$ cat src/hw/rtl/thrust_curve_interpolator_defines.svh
// ----------------------------------------------------------------------------
// Thrust curve interpolator assertion macros
// Shared concurrent assertion forms, clocked on i_clk and disabled in reset.
// ----------------------------------------------------------------------------
`ifndef THRUST_CURVE_INTERPOLATOR_DEFINES_SVH
`define THRUST_CURVE_INTERPOLATOR_DEFINES_SVH

// The consequent must hold in the same cycle as the antecedent.
`define TCI_ASSERT_IMP(label, ante, cons, msg) \
    label: assert property (@(posedge i_clk) disable iff (!i_rst_n) (ante) |-> (cons)) \
        else $error(msg);

// The consequent must hold in the cycle after the antecedent.
`define TCI_ASSERT_NXT(label, ante, cons, msg) \
    label: assert property (@(posedge i_clk) disable iff (!i_rst_n) (ante) |=> (cons)) \
        else $error(msg);

// The condition must hold in every cycle out of reset.
`define TCI_ASSERT_ALWAYS(label, cond, msg) \
    `TCI_ASSERT_IMP(label, 1'b1, cond, msg)

`endif

$ cat src/hw/rtl/tci_pkg.sv
// ----------------------------------------------------------------------------
// Thrust curve interpolator package
// Field widths, request codes and the transaction types shared by all modules.
// ----------------------------------------------------------------------------
package tci_pkg;

    localparam int unsigned REQ_W   = 2;
    localparam int unsigned IDX_W   = 5;
    localparam int unsigned TIME_W  = 32;
    localparam int unsigned FORCE_W = 24;
    localparam int unsigned CFG_W   = 6;

    localparam logic [REQ_W-1:0] REQ_LOAD     = 2'd0;
    localparam logic [REQ_W-1:0] REQ_ACTIVATE = 2'd1;
    localparam logic [REQ_W-1:0] REQ_QUERY    = 2'd2;

    localparam logic [CFG_W-1:0] POINT_COUNT_RESET = 6'd1;

    localparam int unsigned JOB_QDEPTH  = 2;
    localparam int unsigned JOB_QPTR_W  = $clog2(JOB_QDEPTH);
    localparam int unsigned JOB_QCNT_W  = $clog2(JOB_QDEPTH + 1);

    localparam int unsigned DIV_STEPS = FORCE_W;
    localparam int unsigned DIV_CNT_W = $clog2(DIV_STEPS);

    typedef struct packed {
        logic [REQ_W-1:0]   req_type;
        logic [IDX_W-1:0]   entry_index;
        logic [TIME_W-1:0]  entry_time_us;
        logic [FORCE_W-1:0] entry_force;
        logic [TIME_W-1:0]  now_us;
    } t_in_item;

    typedef struct packed {
        logic [FORCE_W-1:0] force_res;
        logic               active;
    } t_out_item;

    typedef struct packed {
        logic               is_query;
        logic               active;
        logic [IDX_W-1:0]   entry_index;
        logic [TIME_W-1:0]  time_us;
        logic [FORCE_W-1:0] point_force;
    } t_job;

    typedef struct packed {
        logic [TIME_W-1:0]  point_time;
        logic [FORCE_W-1:0] point_force;
    } t_point;

endpackage

$ cat src/hw/rtl/thrust_curve_interpolator.sv
// ----------------------------------------------------------------------------
// Thrust curve interpolator
// Piecewise linear lookup of motor thrust against time since activation.
// ----------------------------------------------------------------------------
// The input side is a queue: a transaction is taken when push is high and full
// is low. Loads write a table point, an activate transaction records the start
// time once, and a query asks for the force at now_us. Only queries produce a
// result, which waits on o_item while empty is low and leaves when pop is high.
// The point count register is written through i_cfg_we and i_cfg_wdata.
// A two-entry job queue separates the front end from the back end. A load
// is written to the table as the back end takes it from the job queue. A
// query yields zero before activation, the force of the first point at or
// before it and of the last point at or after it; otherwise a table search
// (one point per cycle) is followed by the multiply, the 24-step serial
// divide and the output register. If the consumer stalls, one result waits
// in the output register, the back end holds the next one, and the front end
// keeps filling the job queue until full rises. Reset clears the activation,
// the queues and the point count to one; table contents are undefined until
// loaded.
// ----------------------------------------------------------------------------
module thrust_curve_interpolator #(
    parameter int unsigned MAX_POINTS = 32
) (
    input  logic                      i_clk,
    input  logic                      i_rst_n,
    input  logic                      push,
    output logic                      full,
    input  tci_pkg::t_in_item         i_item,
    output logic                      empty,
    input  logic                      pop,
    output tci_pkg::t_out_item        o_item,
    input  logic                      i_cfg_we,
    input  logic [tci_pkg::CFG_W-1:0] i_cfg_wdata
);

    logic          job_valid;
    tci_pkg::t_job job;
    logic          job_pop;

    tci_front u_front (
        .i_clk       (i_clk),
        .i_rst_n     (i_rst_n),
        .i_push      (push),
        .i_item      (i_item),
        .o_full      (full),
        .o_job_valid (job_valid),
        .o_job       (job),
        .i_job_pop   (job_pop)
    );

    tci_back #(
        .MAX_POINTS (MAX_POINTS)
    ) u_back (
        .i_clk       (i_clk),
        .i_rst_n     (i_rst_n),
        .i_cfg_we    (i_cfg_we),
        .i_cfg_wdata (i_cfg_wdata),
        .i_job_valid (job_valid),
        .i_job       (job),
        .o_job_pop   (job_pop),
        .o_empty     (empty),
        .i_pop       (pop),
        .o_item      (o_item)
    );

endmodule

$ cat src/hw/rtl/tci_ram.sv
// ----------------------------------------------------------------------------
// Generic single-port-write RAM
// One write port and one read port, with the read data registered.
// ----------------------------------------------------------------------------
module tci_ram #(
    parameter int unsigned WIDTH = 8,
    parameter int unsigned DEPTH = 32
) (
    input  logic                     i_clk,
    input  logic                     i_we,
    input  logic [$clog2(DEPTH)-1:0] i_waddr,
    input  logic [WIDTH-1:0]         i_wdata,
    input  logic [$clog2(DEPTH)-1:0] i_raddr,
    output logic [WIDTH-1:0]         o_rdata
);

    logic [WIDTH-1:0] r_mem [DEPTH];
    logic [WIDTH-1:0] r_rdata;

    always_ff @(posedge i_clk) begin
        if (i_we) begin
            r_mem[i_waddr] <= i_wdata;
        end
        r_rdata <= r_mem[i_raddr];
    end

    assign o_rdata = r_rdata;

endmodule

$ cat src/hw/rtl/tci_front.sv
// ----------------------------------------------------------------------------
// Thrust curve interpolator front end
// Accepts input transactions, keeps the activation state, turns queries into
// elapsed times and queues loads and queries for the back end.
// ----------------------------------------------------------------------------
`include "thrust_curve_interpolator_defines.svh"

module tci_front (
    input  logic             i_clk,
    input  logic             i_rst_n,
    input  logic             i_push,
    input  tci_pkg::t_in_item i_item,
    output logic             o_full,
    output logic             o_job_valid,
    output tci_pkg::t_job    o_job,
    input  logic             i_job_pop
);

    logic                             r_armed;
    logic [tci_pkg::TIME_W-1:0]       r_start_us;
    tci_pkg::t_job                    r_slot [tci_pkg::JOB_QDEPTH];
    logic [tci_pkg::JOB_QPTR_W-1:0]   r_wr_ptr;
    logic [tci_pkg::JOB_QPTR_W-1:0]   r_rd_ptr;
    logic [tci_pkg::JOB_QCNT_W-1:0]   r_count;

    logic          accept;
    logic          q_push;
    logic          q_pop;
    tci_pkg::t_job new_job;

    assign o_full      = (r_count == tci_pkg::JOB_QCNT_W'(tci_pkg::JOB_QDEPTH));
    assign o_job_valid = (r_count != '0);
    assign o_job       = r_slot[r_rd_ptr];

    assign accept = i_push && !o_full;
    assign q_push = accept &&
                    (i_item.req_type inside {tci_pkg::REQ_LOAD, tci_pkg::REQ_QUERY});
    assign q_pop  = i_job_pop && o_job_valid;

    always_comb begin
        new_job.is_query    = (i_item.req_type == tci_pkg::REQ_QUERY);
        new_job.active      = r_armed;
        new_job.entry_index = i_item.entry_index;
        new_job.point_force = i_item.entry_force;
        if (new_job.is_query) begin
            new_job.time_us = i_item.now_us - r_start_us;
        end else begin
            new_job.time_us = i_item.entry_time_us;
        end
    end

    always_ff @(posedge i_clk) begin
        if (!i_rst_n) begin
            r_armed    <= 1'b0;
            r_start_us <= '0;
            r_wr_ptr   <= '0;
            r_rd_ptr   <= '0;
            r_count    <= '0;
        end else begin
            if (accept && (i_item.req_type == tci_pkg::REQ_ACTIVATE) && !r_armed) begin
                r_armed    <= 1'b1;
                r_start_us <= i_item.now_us;
            end
            if (q_push) begin
                r_slot[r_wr_ptr] <= new_job;
                r_wr_ptr         <= r_wr_ptr + tci_pkg::JOB_QPTR_W'(1);
            end
            if (q_pop) begin
                r_rd_ptr <= r_rd_ptr + tci_pkg::JOB_QPTR_W'(1);
            end
            if (q_push && !q_pop) begin
                r_count <= r_count + tci_pkg::JOB_QCNT_W'(1);
            end else if (q_pop && !q_push) begin
                r_count <= r_count - tci_pkg::JOB_QCNT_W'(1);
            end
        end
    end

    `TCI_ASSERT_ALWAYS(a_queue_bound, r_count <= tci_pkg::JOB_QCNT_W'(tci_pkg::JOB_QDEPTH), "job queue count overflow")
    `TCI_ASSERT_NXT(a_armed_sticky, r_armed, r_armed, "activation was lost")

endmodule

$ cat src/hw/rtl/tci_back.sv
// ----------------------------------------------------------------------------
// Thrust curve interpolator back end
// Writes table points, searches the table for a query and interpolates with a
// multiplier and a bit-serial divider, then holds the result for the consumer.
// ----------------------------------------------------------------------------
`include "thrust_curve_interpolator_defines.svh"

module tci_back #(
    parameter int unsigned MAX_POINTS = 32
) (
    input  logic                         i_clk,
    input  logic                         i_rst_n,
    input  logic                         i_cfg_we,
    input  logic [tci_pkg::CFG_W-1:0]    i_cfg_wdata,
    input  logic                         i_job_valid,
    input  tci_pkg::t_job                i_job,
    output logic                         o_job_pop,
    output logic                         o_empty,
    input  logic                         i_pop,
    output tci_pkg::t_out_item           o_item
);

    localparam int unsigned AW     = $clog2(MAX_POINTS);
    localparam int unsigned IW     = (AW > tci_pkg::IDX_W) ? AW : tci_pkg::IDX_W;
    localparam int unsigned FW     = tci_pkg::FORCE_W;
    localparam int unsigned TW     = tci_pkg::TIME_W;
    localparam int unsigned PROD_W = FW + TW;
    localparam int unsigned NUM_W  = PROD_W + 1;
    localparam int unsigned PW     = $bits(tci_pkg::t_point);

    localparam logic [3:0] ST_IDLE = 4'd0;
    localparam logic [3:0] ST_RD0  = 4'd1;
    localparam logic [3:0] ST_RDL  = 4'd2;
    localparam logic [3:0] ST_SCAN = 4'd3;
    localparam logic [3:0] ST_MUL  = 4'd4;
    localparam logic [3:0] ST_ADD  = 4'd5;
    localparam logic [3:0] ST_DIV  = 4'd6;
    localparam logic [3:0] ST_FIN  = 4'd7;
    localparam logic [3:0] ST_RES  = 4'd8;

    logic [3:0]                       r_state;
    logic [tci_pkg::CFG_W-1:0]        r_point_count;
    logic                             r_out_valid;
    tci_pkg::t_out_item               r_out;
    tci_pkg::t_out_item               r_res;
    logic [TW-1:0]                    r_e;
    tci_pkg::t_point                  r_prev;
    logic [AW-1:0]                    r_idx;
    logic [TW-1:0]                    r_dt;
    logic [TW-1:0]                    r_span;
    logic [FW-1:0]                    r_diff;
    logic                             r_dec;
    logic [PROD_W-1:0]                r_prod;
    logic [TW-1:0]                    r_rem;
    logic [FW-1:0]                    r_lo;
    logic [FW-1:0]                    r_quo;
    logic [tci_pkg::DIV_CNT_W-1:0]    r_cnt;

    logic [AW-1:0]     last;
    logic [IW-1:0]     widx;
    logic              load_ok;
    logic              ram_we;
    logic [AW-1:0]     ram_waddr;
    tci_pkg::t_point   ram_wpt;
    logic [AW-1:0]     ram_raddr;
    logic [PW-1:0]     ram_rdata;
    tci_pkg::t_point   rd_pt;
    logic              scan_more;
    logic              slot_free;
    logic [NUM_W-1:0]  num;
    logic [TW+1:0]     trial;

    tci_ram #(
        .WIDTH (PW),
        .DEPTH (MAX_POINTS)
    ) u_table (
        .i_clk   (i_clk),
        .i_we    (ram_we),
        .i_waddr (ram_waddr),
        .i_wdata (ram_wpt),
        .i_raddr (ram_raddr),
        .o_rdata (ram_rdata)
    );

    assign rd_pt = ram_rdata;

    always_comb begin
        if (r_point_count == '0) begin
            last = '0;
        end else if (32'(r_point_count) > 32'(MAX_POINTS)) begin
            last = AW'(MAX_POINTS - 1);
        end else begin
            last = AW'(r_point_count - tci_pkg::CFG_W'(1));
        end
    end

    assign widx      = IW'(i_job.entry_index);
    assign load_ok   = (32'(i_job.entry_index) < 32'(MAX_POINTS));
    assign o_job_pop = (r_state == ST_IDLE) && i_job_valid;
    assign ram_we    = o_job_pop && !i_job.is_query && load_ok;
    assign ram_waddr = widx[AW-1:0];
    assign ram_wpt   = '{point_time: i_job.time_us, point_force: i_job.point_force};
    assign scan_more = (r_idx < last) && (rd_pt.point_time < r_e);
    assign slot_free = !r_out_valid || i_pop;

    always_comb begin
        case (r_state)
            ST_RD0:  ram_raddr = last;
            ST_RDL:  ram_raddr = AW'(1);
            ST_SCAN: ram_raddr = r_idx + AW'(1);
            default: ram_raddr = '0;
        endcase
    end

    assign num   = {1'b0, r_prod} + (r_dec ? (NUM_W'(r_span) - NUM_W'(1)) : NUM_W'(0));
    assign trial = {1'b0, r_rem, r_lo[FW-1]} - {2'b00, r_span};

    always_ff @(posedge i_clk) begin
        if (!i_rst_n) begin
            r_state       <= ST_IDLE;
            r_out_valid   <= 1'b0;
            r_point_count <= tci_pkg::POINT_COUNT_RESET;
        end else begin
            if (i_cfg_we) begin
                r_point_count <= i_cfg_wdata;
            end
            if (r_out_valid && i_pop && (r_state != ST_RES)) begin
                r_out_valid <= 1'b0;
            end
            case (r_state)
                ST_IDLE: begin
                    if (o_job_pop && i_job.is_query) begin
                        r_e <= i_job.time_us;
                        if (i_job.active) begin
                            r_state <= ST_RD0;
                        end else begin
                            r_res   <= '0;
                            r_state <= ST_RES;
                        end
                    end
                end
                ST_RD0: begin
                    r_prev <= rd_pt;
                    if (r_e <= rd_pt.point_time) begin
                        r_res   <= '{force_res: rd_pt.point_force, active: 1'b1};
                        r_state <= ST_RES;
                    end else begin
                        r_state <= ST_RDL;
                    end
                end
                ST_RDL: begin
                    if (r_e >= rd_pt.point_time) begin
                        r_res   <= '{force_res: rd_pt.point_force, active: 1'b1};
                        r_state <= ST_RES;
                    end else begin
                        r_idx   <= AW'(1);
                        r_state <= ST_SCAN;
                    end
                end
                ST_SCAN: begin
                    if (scan_more) begin
                        r_prev <= rd_pt;
                        r_idx  <= r_idx + AW'(1);
                    end else begin
                        r_dt    <= r_e - r_prev.point_time;
                        r_span  <= rd_pt.point_time - r_prev.point_time;
                        r_dec   <= (rd_pt.point_force < r_prev.point_force);
                        r_diff  <= (rd_pt.point_force < r_prev.point_force) ?
                                   (r_prev.point_force - rd_pt.point_force) :
                                   (rd_pt.point_force - r_prev.point_force);
                        r_state <= ST_MUL;
                    end
                end
                ST_MUL: begin
                    r_prod  <= PROD_W'(r_diff) * PROD_W'(r_dt);
                    r_state <= ST_ADD;
                end
                ST_ADD: begin
                    r_rem   <= num[NUM_W-2:FW];
                    r_lo    <= num[FW-1:0];
                    r_quo   <= '0;
                    r_cnt   <= '0;
                    r_state <= ST_DIV;
                end
                ST_DIV: begin
                    if (!trial[TW+1]) begin
                        r_rem <= trial[TW-1:0];
                    end else begin
                        r_rem <= {r_rem[TW-2:0], r_lo[FW-1]};
                    end
                    r_quo <= {r_quo[FW-2:0], !trial[TW+1]};
                    r_lo  <= {r_lo[FW-2:0], 1'b0};
                    r_cnt <= r_cnt + tci_pkg::DIV_CNT_W'(1);
                    if (r_cnt == tci_pkg::DIV_CNT_W'(tci_pkg::DIV_STEPS - 1)) begin
                        r_state <= ST_FIN;
                    end
                end
                ST_FIN: begin
                    r_res.force_res <= r_dec ? (r_prev.point_force - r_quo) :
                                               (r_prev.point_force + r_quo);
                    r_res.active    <= 1'b1;
                    r_state         <= ST_RES;
                end
                ST_RES: begin
                    if (slot_free) begin
                        r_out       <= r_res;
                        r_out_valid <= 1'b1;
                        r_state     <= ST_IDLE;
                    end
                end
                default: begin
                    r_state <= ST_IDLE;
                end
            endcase
        end
    end

    assign o_empty = !r_out_valid;
    assign o_item  = r_out;

    `TCI_ASSERT_IMP(a_scan_bound, r_state == ST_SCAN, r_idx <= last, "search passed the last point")
    `TCI_ASSERT_IMP(a_div_rem, r_state == ST_DIV, r_rem < r_span, "divider remainder not below span")
    `TCI_ASSERT_IMP(a_quo_bound, r_state == ST_FIN, r_quo <= r_diff, "step exceeds force difference")

endmodule

$ cat config.mk
export PLATFORM = sky130hd
export DESIGN_NAME = thrust_curve_interpolator
export DESIGN_NICKNAME = d
export VERILOG_FILES = /design/src/hw/rtl/tci_pkg.sv /design/src/hw/rtl/thrust_curve_interpolator.sv /design/src/hw/rtl/tci_ram.sv /design/src/hw/rtl/tci_front.sv /design/src/hw/rtl/tci_back.sv
export VERILOG_INCLUDE_DIRS = /design/src /design/src/hw/rtl
export SDC_FILE = /design/constraint.sdc
export NUM_CORES = 2
export LEC_CHECK = 0
export ABC_AREA = 1
export BUFFER_PORTS_ARGS = -buffer_cell sky130_fd_sc_hd__buf_2
export CORE_MARGIN = 2
export CORE_UTILIZATION = 25
export DETAILED_ROUTE_END_ITERATION = 16
export GPL_TIMING_DRIVEN = 1
export SYNTH_ARGS = -nofsm -noshare
export SYNTH_HDL_FRONTEND = slang
export SYNTH_SLANG_ARGS = --single-unit
$ cat constraint.sdc
create_clock -name i_clk -period 6.8 [get_ports i_clk]
set_input_delay 0.34 -clock i_clk [delete_from_list [all_inputs] [get_ports i_clk]]
set_output_delay 0.34 -clock i_clk [all_outputs]
set_load 0.01 [all_outputs]
==> impl_summary.txt <==
----------------------------------------------------
[Finish]
  Commonest cells after routing, fill and taps aside ... 3156 x sky130_fd_sc_hd__nand2_1, 2819 x sky130_fd_sc_hd__inv_1, 2291 x sky130_fd_sc_hd__edfxtp_1
  Layout Area Growth over Synthesis ... 14.4%
  Fraction of layout cells with a size suffix above 1 ... 6.11%
  Most common library cell in the layout ignoring fill and taps ... sky130_fd_sc_hd__nand2_1
  Total Nets Final ... 16200
  Final instance area ... 162000 um2
  Fin util ... 28.7%
  Final-layout fill cell count ... 58900

[Clock network]
  Worst-Skew Late Latency ... 870 ps
  Root buffer selected by CTS ... sky130_fd_sc_hd__clkbuf_16
  Sinks on Clock Net ... 2396
  Longest Clk Path Bufs ... 4
  CTS tree ... yes
  CTS H-Tree Depth ... 5
  Clock transition at the registers of the reported paths ... 60 ps
  CTS buffer count ... 268

[Setup path]
  Largest fanout of any net on the critical path ... 32
  Critical path start-end classification ... register to register
  Buf+Inv Stages, Crit Path ... 7
  Critical Path, Cell by Cell ... buf_12 -> nand2_1 -> fa_1 -> inv_1 -> fa_1 -> inv_1 -> fa_1 -> inv_1 -> fa_1 -> fa_1 -> fa_1 -> inv_1 -> fa_1 -> inv_1 -> ha_1 -> buf_4 -> nand2_1 -> nand2_1 -> a31oi_1 -> o21ai_0 -> a21oi_1 -> nand3_1 -> xor2_1
  Cell type with the highest occurrence count on the critical path ... sky130_fd_sc_hd__fa_1
  Cell class contributing the biggest share of worst-path delay ... adder cells
  Type of origin of the critical path ... register
  Capturing element type of the critical path ... register
  Slowest stage delay, CP ... 550 ps
  Critical-path top delay cell ... sky130_fd_sc_hd__fa_1
  Critical Path AT ... 7090 ps
  Required time of the critical path ... 7360 ps

[STA]
  Fraction of the cycle the final worst path needs ... 96.1%
  Final worst path period need ... 6530 ps
  Least-Margin Pin Slew ... 1230 ps
  Final Hold Slack ... 49.5 ps
  Final hold viol count ... 0
  Final-report max-slew violation count ... 0
  Layout Skew ... 86.8 ps
  Peak Freq ... 153 MHz
  Setup-failing EPs final ... 0
  Setup TNS ... 0 ps
  RSZ-0062 raised after global routing ... no
  Worst slew margin ... 18.3%

[Flow run]
  Max-cap viol count ... 0

[Logic synthesis]
  Cell taking the most area after synthesis ... sky130_fd_sc_hd__edfxtp_1
  Number of nets produced by synthesis ... 16100
  Yosys Warn Count ... 0
  Largest cells by area after synthesis ... sky130_fd_sc_hd__edfxtp_1 49%, sky130_fd_sc_hd__fa_1 9.4%, sky130_fd_sc_hd__nand2_1 8.4%, sky130_fd_sc_hd__inv_1 7.5%, sky130_fd_sc_hd__nand3_1 6.0%
  Portion of synthesized cell area occupied by the leading cell type ... 48.6%
  Sequential area share after synthesis ... 50.0%
  Average footprint of a synthesized cell ... 9.55 um2
  Netlist area before placement ... 142000 um2
  Distinct cells, synth ... 54
  Post-synthesis register bit count ... 2396
  Synthesized instance count ... 14800

[Power and ir drop]
  Pwr Density ... 265 nW/um2
  Static leakage ... 67.9 nW
  Final Power ... 42.9 mW
  Peak supply drop ... 228 uV

[Route]
  Number of design-rule violations left by the first detailed-router iteration ... 10700
  DR pass1 iterations ... 6
  Count of vias placed by the detailed router ... 105000
  Mean routed wirelength per cell ... 19.8 um
  Remaining DRCs ... 0
  Via density per instance ... 4.61
  Drt total wl ... 450000 um
  Remaining antenna violation count ... 0

[Hold path]
  Class of the most critical hold timing path ... input port to register

[Floorplan]
  Area of the core ... 565000 um2
  Height of the die ... 757 um
  Horizontal die dimension ... 757 um
  Initial cell density of the core ... 25.1%
  Floorplan row count ... 276
  Total Die Area ... 573000 um2
  Total I/O pin count ... 133

[GRT]
  Number of global-route vias before repair ... 101000
  Largest net degree at the start of global routing ... 201
  GRT Overall Usage ... 15.2%
  Sum of overflow across all layers after global routing ... 0
  Initial antenna violation count ... 27
  Global-route wire length before repair ... 664000 um

[Place]
  Cell area reported after detailed placement ... 153000 um2
  Dpl hpwl ... 293000 um
  Port Buffers ... 132
  Final RePlAce weighted congestion ... 0.919

[Run status]
  Result of the run ... finished clean

----------------------------------------------------
## cell families after synthesis
kind of cell,count (synthesis),synth area share [%]
and+or+nand+nor,6325,20.3
buffers and inverters,3477,9.41
DFF,2396,50.0
AOI/OAI and AO/OA,1216,4.78
adders and majority gates,1141,13.6
xor gates and xnor gates,218,1.35
muxes,60,0.475
## power by group
| group | switching (mW) | internal, mW |
|---|---|---|
| combinational | 7.67 | 2.73 |
| sequential | 0.491 | 17.9 |
| clock | 6.09 | 8.08 |
## path summary, 6_finish.rpt
| path | from | endpoint | slack, ps | depth (start not counted) |
|---|---|---|---|---|
| max | u_back.r_diff[3]$_DFFE_PP_ | u_back.r_prod[43]$_DFFE_PP_ | 270 | 23 |
| min | push | u_front.r_wr_ptr$_SDFFE_PN0P_ | 50 | 5 |
| max reg2reg | u_back.r_diff[3]$_DFFE_PP_ | u_back.r_prod[43]$_DFFE_PP_ | 270 | 23 |
| min reg2reg | u_back.r_res[11]$_DFFE_PP_ | u_back.o_item[11]$_DFFE_PP_ | 420 | 0 |
## registers in the layout, indices dropped and copies added, names as in the netlist, 25 cells and up, named ones only
signal / cells
u_back.r_res: 25
u_back.r_dt: 32
u_back.r_prev: 56
u_back.u_table.r_mem: 1792
u_back.u_table.o_rdata: 56
u_front.r_start_us: 32
u_back.r_rem: 32
u_back.r_e: 32
u_back.r_span: 32
u_back.o_item: 25
u_back.r_prod: 56
u_front.r_slot: 126
## stage by stage
step,setup slack (ps),cells
after detailed placement,217,22100
after CTS,197,22700
after floorplan,722,14800
after global placement,252,22100
after global routing,6.90,22700
final,268,22700
## cells in the mapped netlist, drive strengths merged
library cell	count
xor2	145
or2	25
dfxtp	105
o211ai	78
o21ai	454
xnor2	73
a31o	2
a211oi	5
fa	666
o211a	1
inv	2828
nand3	1686
o31ai	9
nand2	3160
buf	249
a21o	48
o21a	22
clkinv	2
clkbuf	398
o221ai	4
a221oi	4
o21bai	39
o2111ai	2
o22ai	9
a21boi	17
nand4	53
ha	475
edfxtp	2291
a31oi	46
mux2i	2
nor4	20
mux2	58
o32ai	2
or4	1
nor4b	2
nor3	72
nor3b	1
and2	3
and3	4
nor2	608
nand3b	689
a21oi	474
nand2b	1
## worst min-delay path, delay by kind of cell
| family | cells | cell delay, ps |
|---|---|---|
| AND/OR/NAND/NOR | 2 | 240 |
| AO/OA/AOI/OAI | 2 | 190 |
| buffers and inverters | 1 | 90 |
## repair_timing
action	in CTS	in global routing
hold buffers	117	0
gates resized for setup	0	10
endpoints found under the setup margin	0	12
hold endpoints to repair	164	0
buffers inserted	0	5
## cell type report
| cell class | instances | area (um2) | share of cell area [%] |
|---|---|---|---|
| timing repair buffer | 522 | 4980 | 3.07 |
| multi-input combinational | 8960 | 57900 | 35.7 |
| antenna | 12 | 30.0 | 0.0185 |
| clock buffer | 327 | 7080 | 4.37 |
| sequential | 2396 | 70900 | 43.7 |
| tap | 7506 | 9390 | 5.79 |
| inverter | 2830 | 10700 | 6.57 |
| clock inverter | 140 | 1210 | 0.747 |
## metal layers
layer  part of all wire, %  global-route usage (%)
met1                    44                    21.1
met2                    46                    24.9
met3                   6.4                    1.69
met4                   3.1                    4.42
met5                 0.021                       0
(Power assumes the default switching activity.)
